[src/hdl/tsrs_pkg.sv]
`timescale 1ns / 1ps

package tsrs_pkg;

    // Packet geometry
    localparam int unsigned PACKET_BYTES = 188;
    localparam logic [7:0]  POS_MAX      = 8'hff;
    localparam logic [7:0]  OFFSET_TABLE_ID = 8'h73;

    // Configuration register indexes
    localparam int unsigned CFG_INDEX_BITS = 2;
    localparam logic [CFG_INDEX_BITS-1:0] CFG_TIME_PID    = 2'd0;
    localparam logic [CFG_INDEX_BITS-1:0] CFG_TIME_OFFSET = 2'd1;

    localparam logic [12:0] TIME_PID_RESET    = 13'd20;
    localparam logic [32:0] TIME_OFFSET_RESET = 33'd0;

    // Command queue between classifier and output side
    localparam int unsigned FIFO_DEPTH = 4;
    localparam int unsigned FIFO_PTR_W = $clog2(FIFO_DEPTH);

    // Time conversion constants.
    // The bias makes the sampled time positive: 49711 days, 9124 days past
    // the MJD epoch offset. Reset value maps to MJD 0 at midnight.
    localparam logic [33:0] TIME_BIAS   = 34'd4295030400;
    localparam logic [33:0] TIME_RESET  = 34'd788313600;
    localparam logic [15:0] MJD_ADJUST  = 16'd9124;
    localparam logic [27:0] RECIP_675   = 28'd203613264; // floor(2^37 / 675)
    localparam logic [10:0] RECIP_3600  = 11'd1165;      // floor(2^22 / 3600)
    localparam logic [10:0] RECIP_60    = 11'd1092;      // floor(2^16 / 60)

    localparam logic [31:0] CRC_INIT = 32'hffff_ffff;
    localparam logic [31:0] CRC_POLY = 32'h04c1_1db7;

    typedef struct packed {
        logic [7:0] data;       // outgoing byte, time already substituted
        logic       overrun;    // section runs past the packet end
        logic       crc_init;   // restart CRC before feeding this byte
        logic       crc_feed;   // feed this byte into the CRC
        logic       crc_sel;    // replace this byte by a CRC byte
        logic [1:0] crc_idx;    // which CRC byte, 3 = most significant
    } t_cmd;

    typedef struct packed {
        logic [15:0] mjd;
        logic [23:0] bcd;       // hour in [23:16]
    } t_stamp;

    // Two BCD digits of a value below 64
    function automatic logic [7:0] to_bcd(input logic [5:0] v);
        logic [13:0] prod;
        logic [3:0]  tens;
        logic [5:0]  ones;
        prod = {8'b0, v} * 14'd205;
        tens = prod[14-1:11] > 3'd0 ? {1'b0, prod[13:11]} : 4'd0;
        ones = v - ({2'b0, tens} * 6'd10);
        return {tens, ones[3:0]};
    endfunction

    // MSB-first CRC-32/MPEG-2 update over one byte
    function automatic logic [31:0] crc_byte(input logic [31:0] crc, input logic [7:0] b);
        logic [31:0] c;
        c = crc ^ {b, 24'b0};
        for (int k = 0; k < 8; k++) begin
            c = c[31] ? ({c[30:0], 1'b0} ^ CRC_POLY) : {c[30:0], 1'b0};
        end
        return c;
    endfunction

endpackage

[src/hdl/ts_time_table_restamper_core.sv]
`timescale 1ns / 1ps
// Channel | Dir | Handshake                 | Fields
// --------+-----+---------------------------+-------------------------------------------
// stream  | in  | push / full, push & !full | i_data_byte, i_packet_first, i_utc_seconds
// result  | out | empty / pop, pop & !empty | o_out_byte, o_section_overrun
// config  | in  | i_cfg_valid & o_cfg_ready | i_cfg_index, i_cfg_data
//
// One byte per cycle sustained while the consumer keeps popping. A taken request is written
// into the command queue, then loads the output register once the output side takes it
// from the queue, which a pop stall can delay.
// A packet start launches a seven-stage time conversion; its MJD and BCD values are
// picked up by the classifier when byte 8 arrives, at least eight requests later.
// Reset is synchronous and active low; it restores time_pid 20, time_offset 0 and an
// all-ones CRC. No clearing pass is needed.
// full rises only when the four-entry command queue is full; pop stalls hold the
// output register while the classifier keeps taking requests.

module ts_time_table_restamper_core (
    input  logic                                   i_clk,
    input  logic                                   i_rst_n,
    input  logic                                   push,
    output logic                                   full,
    input  logic [7:0]                             i_data_byte,
    input  logic                                   i_packet_first,
    input  logic [31:0]                            i_utc_seconds,
    output logic                                   empty,
    input  logic                                   pop,
    output logic [7:0]                             o_out_byte,
    output logic                                   o_section_overrun,
    input  logic                                   i_cfg_valid,
    output logic                                   o_cfg_ready,
    input  logic [tsrs_pkg::CFG_INDEX_BITS-1:0]    i_cfg_index,
    input  logic [32:0]                            i_cfg_data
);
    import tsrs_pkg::*;

    // Configuration registers
    logic [12:0] r_time_pid,    n_time_pid;
    logic [32:0] r_time_offset, n_time_offset;

    logic   accept;
    logic   start;
    t_stamp stamp;
    t_cmd   front_cmd;
    t_cmd   queue_cmd;
    logic   queue_empty;
    logic   back_take;

    // Configuration is always ready; writes beyond the register list are dropped
    assign o_cfg_ready = 1'b1;

    always_comb begin
        n_time_pid    = r_time_pid;
        n_time_offset = r_time_offset;
        if (i_cfg_valid) begin
            unique case (i_cfg_index)
                CFG_TIME_PID:    n_time_pid    = i_cfg_data[12:0];
                CFG_TIME_OFFSET: n_time_offset = i_cfg_data;
                default:         ;
            endcase
        end
    end

    always_ff @(posedge i_clk) begin
        if (!i_rst_n) begin
            r_time_pid    <= TIME_PID_RESET;
            r_time_offset <= TIME_OFFSET_RESET;
        end else begin
            r_time_pid    <= n_time_pid;
            r_time_offset <= n_time_offset;
        end
    end

    // Take a request whenever the command queue has room
    assign accept = push && !full;
    // Sample the time on every packet mark
    assign start  = accept && i_packet_first;

    tsrs_time u_time (
        .i_clk         (i_clk),
        .i_rst_n       (i_rst_n),
        .i_start       (start),
        .i_utc_seconds (i_utc_seconds),
        .i_time_offset (r_time_offset),
        .o_stamp       (stamp)
    );

    // Classify each byte: position, PID match, table id, section length,
    // time substitution and CRC actions
    tsrs_front u_front (
        .i_clk          (i_clk),
        .i_rst_n        (i_rst_n),
        .i_accept       (accept),
        .i_data_byte    (i_data_byte),
        .i_packet_first (i_packet_first),
        .i_time_pid     (r_time_pid),
        .i_stamp        (stamp),
        .o_cmd          (front_cmd)
    );

    // Decouple classifier from the CRC and output side
    tsrs_fifo u_fifo (
        .i_clk   (i_clk),
        .i_rst_n (i_rst_n),
        .i_push  (accept),
        .i_cmd   (front_cmd),
        .o_full  (full),
        .i_pop   (back_take),
        .o_cmd   (queue_cmd),
        .o_empty (queue_empty)
    );

    // Run the CRC in stream order and hold the result for the consumer
    tsrs_back u_back (
        .i_clk             (i_clk),
        .i_rst_n           (i_rst_n),
        .i_valid           (!queue_empty),
        .i_cmd             (queue_cmd),
        .o_take            (back_take),
        .o_empty           (empty),
        .i_pop             (pop),
        .o_out_byte        (o_out_byte),
        .o_section_overrun (o_section_overrun)
    );

    a_no_take_empty: assert property (@(posedge i_clk) disable iff (!i_rst_n)
        back_take |-> !queue_empty)
        else $error("output side took from an empty queue");
    a_full_stalls: assert property (@(posedge i_clk) disable iff (!i_rst_n)
        full && !back_take |=> full)
        else $error("queue drained without a take");
    a_result_holds: assert property (@(posedge i_clk) disable iff (!i_rst_n)
        !empty && !pop |=> !empty && $stable(o_out_byte) && $stable(o_section_overrun))
        else $error("stalled result changed");

endmodule

[src/hdl/tsrs_time.sv]
`timescale 1ns / 1ps

module tsrs_time (
    input  logic               i_clk,
    input  logic               i_rst_n,
    input  logic               i_start,
    input  logic [31:0]        i_utc_seconds,
    input  logic [32:0]        i_time_offset,
    output tsrs_pkg::t_stamp   o_stamp
);
    import tsrs_pkg::*;

    // Biased time, held from one packet start to the next
    logic [33:0] r_u;
    logic [33:0] n_u;

    // Free-running conversion stages fed from r_u
    logic [17:0] r_qest;
    logic [10:0] r_rem1;
    logic [17:0] r_qest2;
    logic [16:0] r_sod;
    logic [15:0] r_mjd;
    logic [5:0]  r_hest;
    logic [4:0]  r_hour;
    logic [11:0] r_s2;
    logic [5:0]  r_mest;
    logic [4:0]  r_hour2;
    logic [11:0] r_s2b;
    logic [23:0] r_bcd;

    logic [54:0] prod_day;
    logic [27:0] prod_chk;
    logic [27:0] rem_day_w;
    logic        day_up;
    logic [17:0] days;
    logic [9:0]  day_rem;
    logic [27:0] prod_h;
    logic [16:0] chk_h;
    logic [12:0] rem_h;
    logic        h_up;
    logic [21:0] prod_m;
    logic [11:0] chk_m;
    logic [6:0]  rem_m;
    logic        m_up;
    logic [5:0]  minute;
    logic [5:0]  second;

    always_comb begin
        n_u = r_u;
        if (i_start) begin
            n_u = {2'b0, i_utc_seconds} + {i_time_offset[32], i_time_offset} + TIME_BIAS;
        end
    end

    always_ff @(posedge i_clk) begin
        if (!i_rst_n) begin
            r_u <= TIME_RESET;
        end else begin
            r_u <= n_u;
        end
    end

    // Days: u / 86400 = (u >> 7) / 675
    assign prod_day  = {28'b0, r_u[33:7]} * {27'b0, RECIP_675};
    assign prod_chk  = {10'b0, r_qest} * 28'd675;
    assign rem_day_w = {1'b0, r_u[33:7]} - prod_chk;
    assign day_up    = r_rem1 >= 11'd675;
    assign days      = r_qest2 + {17'b0, day_up};
    assign day_rem   = day_up ? 10'(r_rem1 - 11'd675) : r_rem1[9:0];

    // Hours and minutes by reciprocal estimate plus one correction
    assign prod_h = {11'b0, r_sod} * {17'b0, RECIP_3600};
    assign chk_h  = {11'b0, r_hest} * 17'd3600;
    assign rem_h  = 13'(r_sod - chk_h);
    assign h_up   = rem_h >= 13'd3600;
    assign prod_m = {10'b0, r_s2} * {11'b0, RECIP_60};
    assign chk_m  = {6'b0, r_mest} * 12'd60;
    assign rem_m  = 7'(r_s2b - chk_m);
    assign m_up   = rem_m >= 7'd60;
    assign minute = r_mest + {5'b0, m_up};
    assign second = m_up ? 6'(rem_m - 7'd60) : rem_m[5:0];

    always_ff @(posedge i_clk) begin
        r_qest  <= prod_day[54:37];
        r_rem1  <= rem_day_w[10:0];
        r_qest2 <= r_qest;
        r_sod   <= {day_rem, r_u[6:0]};
        r_mjd   <= days[15:0] - MJD_ADJUST;
        r_hest  <= prod_h[27:22];
        r_hour  <= 5'(r_hest + {5'b0, h_up});
        r_s2    <= h_up ? 12'(rem_h - 13'd3600) : rem_h[11:0];
        r_mest  <= prod_m[21:16];
        r_hour2 <= r_hour;
        r_s2b   <= r_s2;
        r_bcd   <= {to_bcd({1'b0, r_hour2}), to_bcd(minute), to_bcd(second)};
    end

    assign o_stamp.mjd = r_mjd;
    assign o_stamp.bcd = r_bcd;

    a_sod_range: assert property (@(posedge i_clk) disable iff (!i_rst_n)
        $past($stable(r_u), 1) && $past($stable(r_u), 2) |-> r_sod < 17'd86400)
        else $error("seconds of day out of range");
    a_hour_range: assert property (@(posedge i_clk) disable iff (!i_rst_n)
        $past($stable(r_u), 2) && $past($stable(r_u), 3) && $past($stable(r_u), 4)
        |-> r_hour < 5'd24 && r_s2 < 12'd3600)
        else $error("hour split out of range");
    a_min_range: assert property (@(posedge i_clk) disable iff (!i_rst_n)
        $past($stable(r_u), 3) && $past($stable(r_u), 4) && $past($stable(r_u), 5)
        |-> minute < 6'd60 && second < 6'd60)
        else $error("minute split out of range");

endmodule

[src/hdl/tsrs_front.sv]
`timescale 1ns / 1ps

module tsrs_front (
    input  logic               i_clk,
    input  logic               i_rst_n,
    input  logic               i_accept,
    input  logic [7:0]         i_data_byte,
    input  logic               i_packet_first,
    input  logic [12:0]        i_time_pid,
    input  tsrs_pkg::t_stamp   i_stamp,
    output tsrs_pkg::t_cmd     o_cmd
);
    import tsrs_pkg::*;

    localparam logic [12:0] PB = 13'(PACKET_BYTES);

    logic [7:0]  r_pos,    n_pos;
    logic [4:0]  r_pid_hi, n_pid_hi;
    logic        r_is_time, n_is_time;
    logic        r_is_tot,  n_is_tot;
    logic [11:0] r_len,    n_len;

    logic [7:0]  pos;
    logic [12:0] pos13;
    logic [12:0] len13;
    logic        overrun;
    logic        crc_ok;
    logic [12:0] idx13;

    always_comb begin
        pos       = i_packet_first ? 8'd0 : r_pos;
        pos13     = {5'b0, pos};
        n_pos     = (pos < POS_MAX) ? pos + 8'd1 : POS_MAX;
        n_pid_hi  = r_pid_hi;
        n_is_time = i_packet_first ? 1'b0 : r_is_time;
        n_is_tot  = i_packet_first ? 1'b0 : r_is_tot;
        n_len     = r_len;
        len13     = {1'b0, r_len};
        overrun   = 1'b0;
        crc_ok    = 1'b0;
        idx13     = 13'd0;
        o_cmd          = '0;
        o_cmd.data     = i_data_byte;

        if (pos13 < PB) begin
            if (pos == 8'd1) begin
                n_pid_hi = i_data_byte[4:0];
            end else if (pos == 8'd2) begin
                n_is_time = ({r_pid_hi, i_data_byte} == i_time_pid);
            end else if (n_is_time) begin
                if (pos == 8'd5) begin
                    n_is_tot       = (i_data_byte == OFFSET_TABLE_ID);
                    o_cmd.crc_init = 1'b1;
                end else if (pos == 8'd6) begin
                    n_len = {i_data_byte[3:0], 8'h00};
                end else if (pos == 8'd7) begin
                    n_len = r_len | {4'b0, i_data_byte};
                end
                len13 = {1'b0, n_len};

                // Substitute MJD and BCD time
                if (pos == 8'd8) begin
                    o_cmd.data = i_stamp.mjd[15:8];
                end else if (pos == 8'd9) begin
                    o_cmd.data = i_stamp.mjd[7:0];
                end else if (pos == 8'd10) begin
                    o_cmd.data = i_stamp.bcd[23:16];
                end else if (pos == 8'd11) begin
                    o_cmd.data = i_stamp.bcd[15:8];
                end else if (pos == 8'd12) begin
                    o_cmd.data = i_stamp.bcd[7:0];
                end

                overrun = n_is_tot && (len13 + 13'd7 >= PB);
                crc_ok  = n_is_tot && (len13 >= 13'd4) && !overrun;
                o_cmd.crc_feed = n_is_tot && (pos >= 8'd5) &&
                                 ((pos <= 8'd7) || (pos13 <= len13 + 13'd3));
                o_cmd.crc_sel  = crc_ok && (pos >= 8'd8) &&
                                 (pos13 >= len13 + 13'd4) && (pos13 <= len13 + 13'd7);
                idx13          = len13 + 13'd7 - pos13;
                o_cmd.crc_idx  = idx13[1:0];
                o_cmd.overrun  = overrun && (pos >= 8'd7);
            end
        end
    end

    always_ff @(posedge i_clk) begin
        if (!i_rst_n) begin
            r_pos     <= '0;
            r_pid_hi  <= '0;
            r_is_time <= 1'b0;
            r_is_tot  <= 1'b0;
            r_len     <= '0;
        end else if (i_accept) begin
            r_pos     <= n_pos;
            r_pid_hi  <= n_pid_hi;
            r_is_time <= n_is_time;
            r_is_tot  <= n_is_tot;
            r_len     <= n_len;
        end
    end

    a_sel_no_feed: assert property (@(posedge i_clk) disable iff (!i_rst_n)
        i_accept && o_cmd.crc_sel |-> !o_cmd.crc_feed && !o_cmd.overrun)
        else $error("CRC byte also fed or flagged");
    a_tot_needs_time: assert property (@(posedge i_clk) disable iff (!i_rst_n)
        r_is_tot |-> r_is_time)
        else $error("offset table outside time packet");
    a_pos_step: assert property (@(posedge i_clk) disable iff (!i_rst_n)
        i_accept && !i_packet_first && r_pos < POS_MAX |=> r_pos == $past(r_pos) + 8'd1)
        else $error("byte position did not advance");

endmodule

[src/hdl/tsrs_fifo.sv]
`timescale 1ns / 1ps

module tsrs_fifo (
    input  logic             i_clk,
    input  logic             i_rst_n,
    input  logic             i_push,
    input  tsrs_pkg::t_cmd   i_cmd,
    output logic             o_full,
    input  logic             i_pop,
    output tsrs_pkg::t_cmd   o_cmd,
    output logic             o_empty
);
    import tsrs_pkg::*;

    t_cmd                  r_mem [FIFO_DEPTH];
    logic [FIFO_PTR_W-1:0] r_wr, n_wr;
    logic [FIFO_PTR_W-1:0] r_rd, n_rd;
    logic [FIFO_PTR_W:0]   r_count, n_count;
    logic                  do_push;
    logic                  do_pop;

    assign o_full  = (r_count == (FIFO_PTR_W + 1)'(FIFO_DEPTH));
    assign o_empty = (r_count == '0);
    assign do_push = i_push && !o_full;
    assign do_pop  = i_pop && !o_empty;
    assign o_cmd   = r_mem[r_rd];

    always_comb begin
        n_wr    = do_push ? FIFO_PTR_W'(r_wr + 1'b1) : r_wr;
        n_rd    = do_pop  ? FIFO_PTR_W'(r_rd + 1'b1) : r_rd;
        n_count = r_count;
        if (do_push && !do_pop) begin
            n_count = r_count + 1'b1;
        end else if (do_pop && !do_push) begin
            n_count = r_count - 1'b1;
        end
    end

    always_ff @(posedge i_clk) begin
        if (do_push) begin
            r_mem[r_wr] <= i_cmd;
        end
    end

    always_ff @(posedge i_clk) begin
        if (!i_rst_n) begin
            r_wr    <= '0;
            r_rd    <= '0;
            r_count <= '0;
        end else begin
            r_wr    <= n_wr;
            r_rd    <= n_rd;
            r_count <= n_count;
        end
    end

    a_count_bound: assert property (@(posedge i_clk) disable iff (!i_rst_n)
        r_count <= (FIFO_PTR_W + 1)'(FIFO_DEPTH))
        else $error("queue count beyond depth");
    a_count_up: assert property (@(posedge i_clk) disable iff (!i_rst_n)
        do_push && !do_pop |=> r_count == $past(r_count) + 1'b1)
        else $error("queue count did not grow");
    a_ptr_gap: assert property (@(posedge i_clk) disable iff (!i_rst_n)
        FIFO_PTR_W'(r_wr - r_rd) == r_count[FIFO_PTR_W-1:0])
        else $error("queue pointers disagree with count");

endmodule

[src/hdl/tsrs_back.sv]
`timescale 1ns / 1ps

module tsrs_back (
    input  logic             i_clk,
    input  logic             i_rst_n,
    input  logic             i_valid,
    input  tsrs_pkg::t_cmd   i_cmd,
    output logic             o_take,
    output logic             o_empty,
    input  logic             i_pop,
    output logic [7:0]       o_out_byte,
    output logic             o_section_overrun
);
    import tsrs_pkg::*;

    logic [31:0] r_crc, n_crc;
    logic        r_out_valid, n_out_valid;
    logic [7:0]  r_out_byte;
    logic        r_out_flag;
    logic [31:0] crc_base;
    logic [7:0]  crc_out;
    logic [7:0]  out_byte;

    assign o_take   = i_valid && (!r_out_valid || i_pop);
    assign crc_base = i_cmd.crc_init ? CRC_INIT : r_crc;

    always_comb begin
        unique case (i_cmd.crc_idx)
            2'd3:    crc_out = r_crc[31:24];
            2'd2:    crc_out = r_crc[23:16];
            2'd1:    crc_out = r_crc[15:8];
            default: crc_out = r_crc[7:0];
        endcase
        out_byte    = i_cmd.crc_sel ? crc_out : i_cmd.data;
        n_crc       = r_crc;
        n_out_valid = r_out_valid;
        if (o_take) begin
            n_out_valid = 1'b1;
            if (i_cmd.crc_feed) begin
                n_crc = crc_byte(crc_base, i_cmd.data);
            end else if (i_cmd.crc_init) begin
                n_crc = CRC_INIT;
            end
        end else if (i_pop) begin
            n_out_valid = 1'b0;
        end
    end

    always_ff @(posedge i_clk) begin
        if (!i_rst_n) begin
            r_crc       <= CRC_INIT;
            r_out_valid <= 1'b0;
        end else begin
            r_crc       <= n_crc;
            r_out_valid <= n_out_valid;
        end
    end

    always_ff @(posedge i_clk) begin
        if (o_take) begin
            r_out_byte <= out_byte;
            r_out_flag <= i_cmd.overrun;
        end
    end

    assign o_empty           = !r_out_valid;
    assign o_out_byte        = r_out_byte;
    assign o_section_overrun = r_out_flag;

    a_take_fills: assert property (@(posedge i_clk) disable iff (!i_rst_n)
        o_take |=> r_out_valid)
        else $error("taken command left no result");
    a_hold_crc: assert property (@(posedge i_clk) disable iff (!i_rst_n)
        !o_take |=> r_crc == $past(r_crc))
        else $error("CRC moved without a command");
    a_sel_excl: assert property (@(posedge i_clk) disable iff (!i_rst_n)
        i_valid && i_cmd.crc_sel |-> !i_cmd.crc_feed && !i_cmd.crc_init)
        else $error("CRC output command also updates CRC");

endmodule

[config.mk]
export PLATFORM = sky130hd
export DESIGN_NAME = ts_time_table_restamper_core
export DESIGN_NICKNAME = d
export VERILOG_FILES = /design/src/hdl/tsrs_pkg.sv /design/src/hdl/ts_time_table_restamper_core.sv /design/src/hdl/tsrs_time.sv /design/src/hdl/tsrs_front.sv /design/src/hdl/tsrs_fifo.sv /design/src/hdl/tsrs_back.sv
export SDC_FILE = /design/constraint.sdc
export NUM_CORES = 2
export LEC_CHECK = 0
export BUFFER_PORTS_ARGS = -buffer_cell sky130_fd_sc_hd__clkbuf_2
export CORE_AREA = 2 2 250 252
export CTS_CLUSTER_SIZE = 30
export DETAILED_ROUTE_END_ITERATION = 10
export DIE_AREA = 0 0 252 254
export PLACE_DENSITY = 0.71
export SLEW_MARGIN = 20
export SYNTH_ARGS = -nofsm -noshare
export SYNTH_HDL_FRONTEND = slang
export SYNTH_SLANG_ARGS = --single-unit
[constraint.sdc]
create_clock -name i_clk -period 9.45 [get_ports i_clk]
set_input_delay 1.89 -clock i_clk [delete_from_list [all_inputs] [get_ports i_clk]]
set_output_delay 1.89 -clock i_clk [all_outputs]
set_load 0.01 [all_outputs]
==> flow_summary.toml <==
[logic_synthesis]
synthCells = 3319
synth_edf_count = 65
synth_fa_ha_area_share_pct = 41.5
synth-compound-area-share_pct = 10.1
synth_top_flop_cell = "dfxtp_1"
synthXorXnorAreaFrac_pct = 7.22
yosys.area_share.simple_pct = 8.69
synth_top_family_by_area = "adder cells"
avgSynthCellArea_um2 = 9.91
yosysWarnings = 0
syn_nets = 4343
synthMuxAreaShare_pct = 2.33
yosysSeqAreaShare_pct = 23.3
synth_cell_types = 92
synth-seq-cells = 351
synth-async-reset-ratio_pct = 0
synth_area_um2 = 32900

[timing]
finalCriticalPeriod_ps = 7700
setup_viol = 0
tns_ps = 0
setup_ws_ps = 1750
relSlewSlack_pct = 31.4
worst_pin_slew_ps = 1020
drv_slew = 0
hold_viol = 0
fmax_mhz = 130
rsz0062_at_grt = "no"
fin_crit_sh_pct = 81.5
fin_skew_ps = 34.0

[layout]
area_growth_pct = 8.11
multi_input_area_um2 = 23000
fin_nets = 4413
register_area_um2 = 7680
fin_cells = 4210
fillers = 5160
insertedDiodeCount = 0
drive_gt1_share_pct = 7.16

[worst_setup_path]
r2r-start = "u_time.r_mest[2]$_DFF_P_"
crit_path_end_kind = "flop"
cp_data_arrival_time_ps = 8150
crit_start = "u_time.r_mest[2]$_DFF_P_"
reg2reg_depth = 30
critical-path-top-cell-by-count = "ha_1"
crit_type = "reg -> reg"
worstPathMaxFanout = 5
cp_slowest_cell = "fa_1"
worstPathRequired_ps = 9900
crit_end = "u_time.r_bcd[11]$_DFF_P_"
start_kind = "flop"
crit_path_max_incr_delay_ps = 510
rrSetupSlack_ps = 1750
reg2reg_to = "u_time.r_bcd[11]$_DFF_P_"

[floorplan]
start_util_pct = 53.7
core_area_um2 = 61300
die_area_um2 = 64000
ios = 93
rows = 91
die_height_um = 254
die_width_um = 252

[grt]
grt_max_degree = 61
grt_use_total_pct = 22.2
grt.overflow.total = 0
grt_pass1_wl_um = 115000
use_met2_pct = 37.1
grt-busiest-layer = "met2"
antenna_found_initial = 1
grt_use_met3_pct = 2.71
grt_pass1_vias = 22800
grt_use_met1_pct = 30.3

[route]
drtAntennaViolNets = 0
viasPerCell = 5.42
routed_wl_um = 69300
drt_iter0_markers = 1324
wl_per_cell_um = 16.5
drc = 0
vias = 22800
drtPass1Iterations = 5

[place]
place_hpwl_um = 54200
post-place-ws_ps = 1740
port-buffer-count = 91
dp_cells = 4136
gp_congestion = 0.890

[flow_run]
drv_cap = 0

[clock_tree]
cts_tree = "built"
clkLatencyLatePin_ps = 590
numCtsBuffers = 41
clk_pin_slew_worst_paths_ps = 60
ctsHoldBuffers = 0
cts-htree-levels = 2
cts.sinks = 351
cts_root_buf = "clkbuf_16"
cts_buffer_depth = 3
postCtsSetupBuffers = 0
cts-resized-gates = 0

[hold_path]
hold_path_class = "reg -> reg"

[status]
status = "finished, final reports clean"
[kinds of logic after synthesis]
kind of cell | Yosys count
adder cells (fa/ha/maj) | 943
AND/OR/NAND/NOR | 619
buffers and inverters | 585
AO/OA/AOI/OAI | 525
flip-flops | 351
XOR/XNOR | 247
multiplexers | 48
other | 1
[cell usage in the layout, fill, tap and decap left out, types with 7 or more instances in the layout]
cell / instances
buf_4: 15
nand2_1: 250
xnor2_1: 146
dfxtp_1: 286
a211oi_1: 28
mux2_2: 9
bufinv_16: 7
ha_1: 695
inv_1: 504
nor2_1: 157
mux4_2: 22
o21ai_1: 11
a31oi_1: 18
o211ai_1: 35
a21boi_0: 8
and2_1: 16
o21a_1: 17
and3_1: 11
nand2b_1: 17
a21oi_1: 176
a21o_1: 45
nor3_1: 28
xnor2_2: 8
or3_1: 10
clkbuf_1: 8
o31ai_1: 8
edfxtp_1: 65
nand4_1: 18
nor2b_1: 21
mux2i_1: 17
clkbuf_16: 41
clkbuf_2: 92
o21bai_1: 10
o21ai_0: 85
xor2_1: 83
fa_1: 248
o22ai_1: 30
nand3_1: 46
[cell usage after synthesis (16+ instances only)]
master    instances  share of area [%]
o21ai_0          86                1.3
inv_1           505                5.8
nor3_1           28               0.43
and2_1           16               0.30
nor2_1          158                1.8
o21a_1           17               0.39
nand4_1          18               0.34
o211ai_1         35               0.80
ha_1            695                 26
fa_1            248                 15
clkbuf_1         64               0.73
xor2_1           83                2.2
a21o_1           45                1.0
nand2_1         250                2.9
a211oi_1         28               0.64
nor2b_1          21               0.40
a31oi_1          18               0.34
dfxtp_1         286                 17
xnor2_1         146                3.9
nand2b_1         17               0.32
mux4_2           22                1.5
o22ai_1          30               0.57
edfxtp_1         65                5.9
nand3_1          46               0.70
mux2i_1          17               0.52
a21oi_1         176                2.7
[routing by layer]
layer | vias up | wire length, um
li1 | 11400 | -
met1 | 10900 | 32000
met2 | 422 | 32600
met3 | 106 | 2870
met4 | 0 | 1820
met5 | - | 0
[flip-flops by register name, summed over array words and instances (netlist names), 11 cells and up, named ones only]
| signal | cells |
|---|---|
| u_fifo.r_mem | 56 |
| u_time.r_u | 34 |
| r_time_offset | 33 |
| u_back.r_crc | 32 |
| u_time.r_bcd | 20 |
| u_time.r_sod | 17 |
| u_time.r_mjd | 16 |
| u_time.r_qest2 | 16 |
| u_time.r_qest | 16 |
| r_time_pid | 13 |
| u_front.r_len | 12 |
| u_time.r_s2 | 12 |
| u_time.r_rem1 | 11 |
[layout make-up]
class / count / area share (%)
Inverter: 506 / 5.35
Multi-Input combinational cell: 2383 / 64.6
Sequential cell: 351 / 21.6
Tap cell: 790 / 2.78
Timing Repair Buffer: 106 / 1.60
Clock buffer: 51 / 3.02
Clock inverter: 23 / 1.02
[how the worst min path moves through the flow]
stage	slack [ps]	startpoint	cells past startpoint	to
4_1_cts	320	u_time.r_qest[13]$_DFF_P_	0	u_time.r_qest2[13]$_DFF_P_
6_report	320	u_time.r_qest[13]$_DFF_P_	0	u_time.r_qest2[13]$_DFF_P_
5_1_grt	320	u_time.r_qest[15]$_DFF_P_	0	u_time.r_qest2[15]$_DFF_P_
2_1_floorplan	310	u_time.r_hour[0]$_DFF_P_	0	u_time.r_hour2[0]$_DFF_P_
3_3_place_gp	310	u_time.r_hour[0]$_DFF_P_	0	u_time.r_hour2[0]$_DFF_P_
3_5_place_dp	310	u_time.r_hour[2]$_DFF_P_	0	u_time.r_hour2[2]$_DFF_P_
[stage by stage]
step | area, um2 | util, % | hold WS (ps)
floorplan | 32900 | - | 310
global placement | 34100 | 55.7 | 311
detailed placement | 34100 | 55.7 | 312
CTS | 35600 | 58.0 | 318
global route | 35600 | 58.0 | 324
finish | 35600 | 58.0 | 318
[critical path, delay by kind of cell, from the launching register on]
family	cells	cell delay [ps]
compound gates	8	1490
xor+xnor	5	1130
fa+ha+maj	12	4050
buf+inv	4	210
flops	1	430
simple gates	1	250
Power is not shown: default switching activity piles up to over one toggle a cycle in this logic, so the estimate is an artifact.
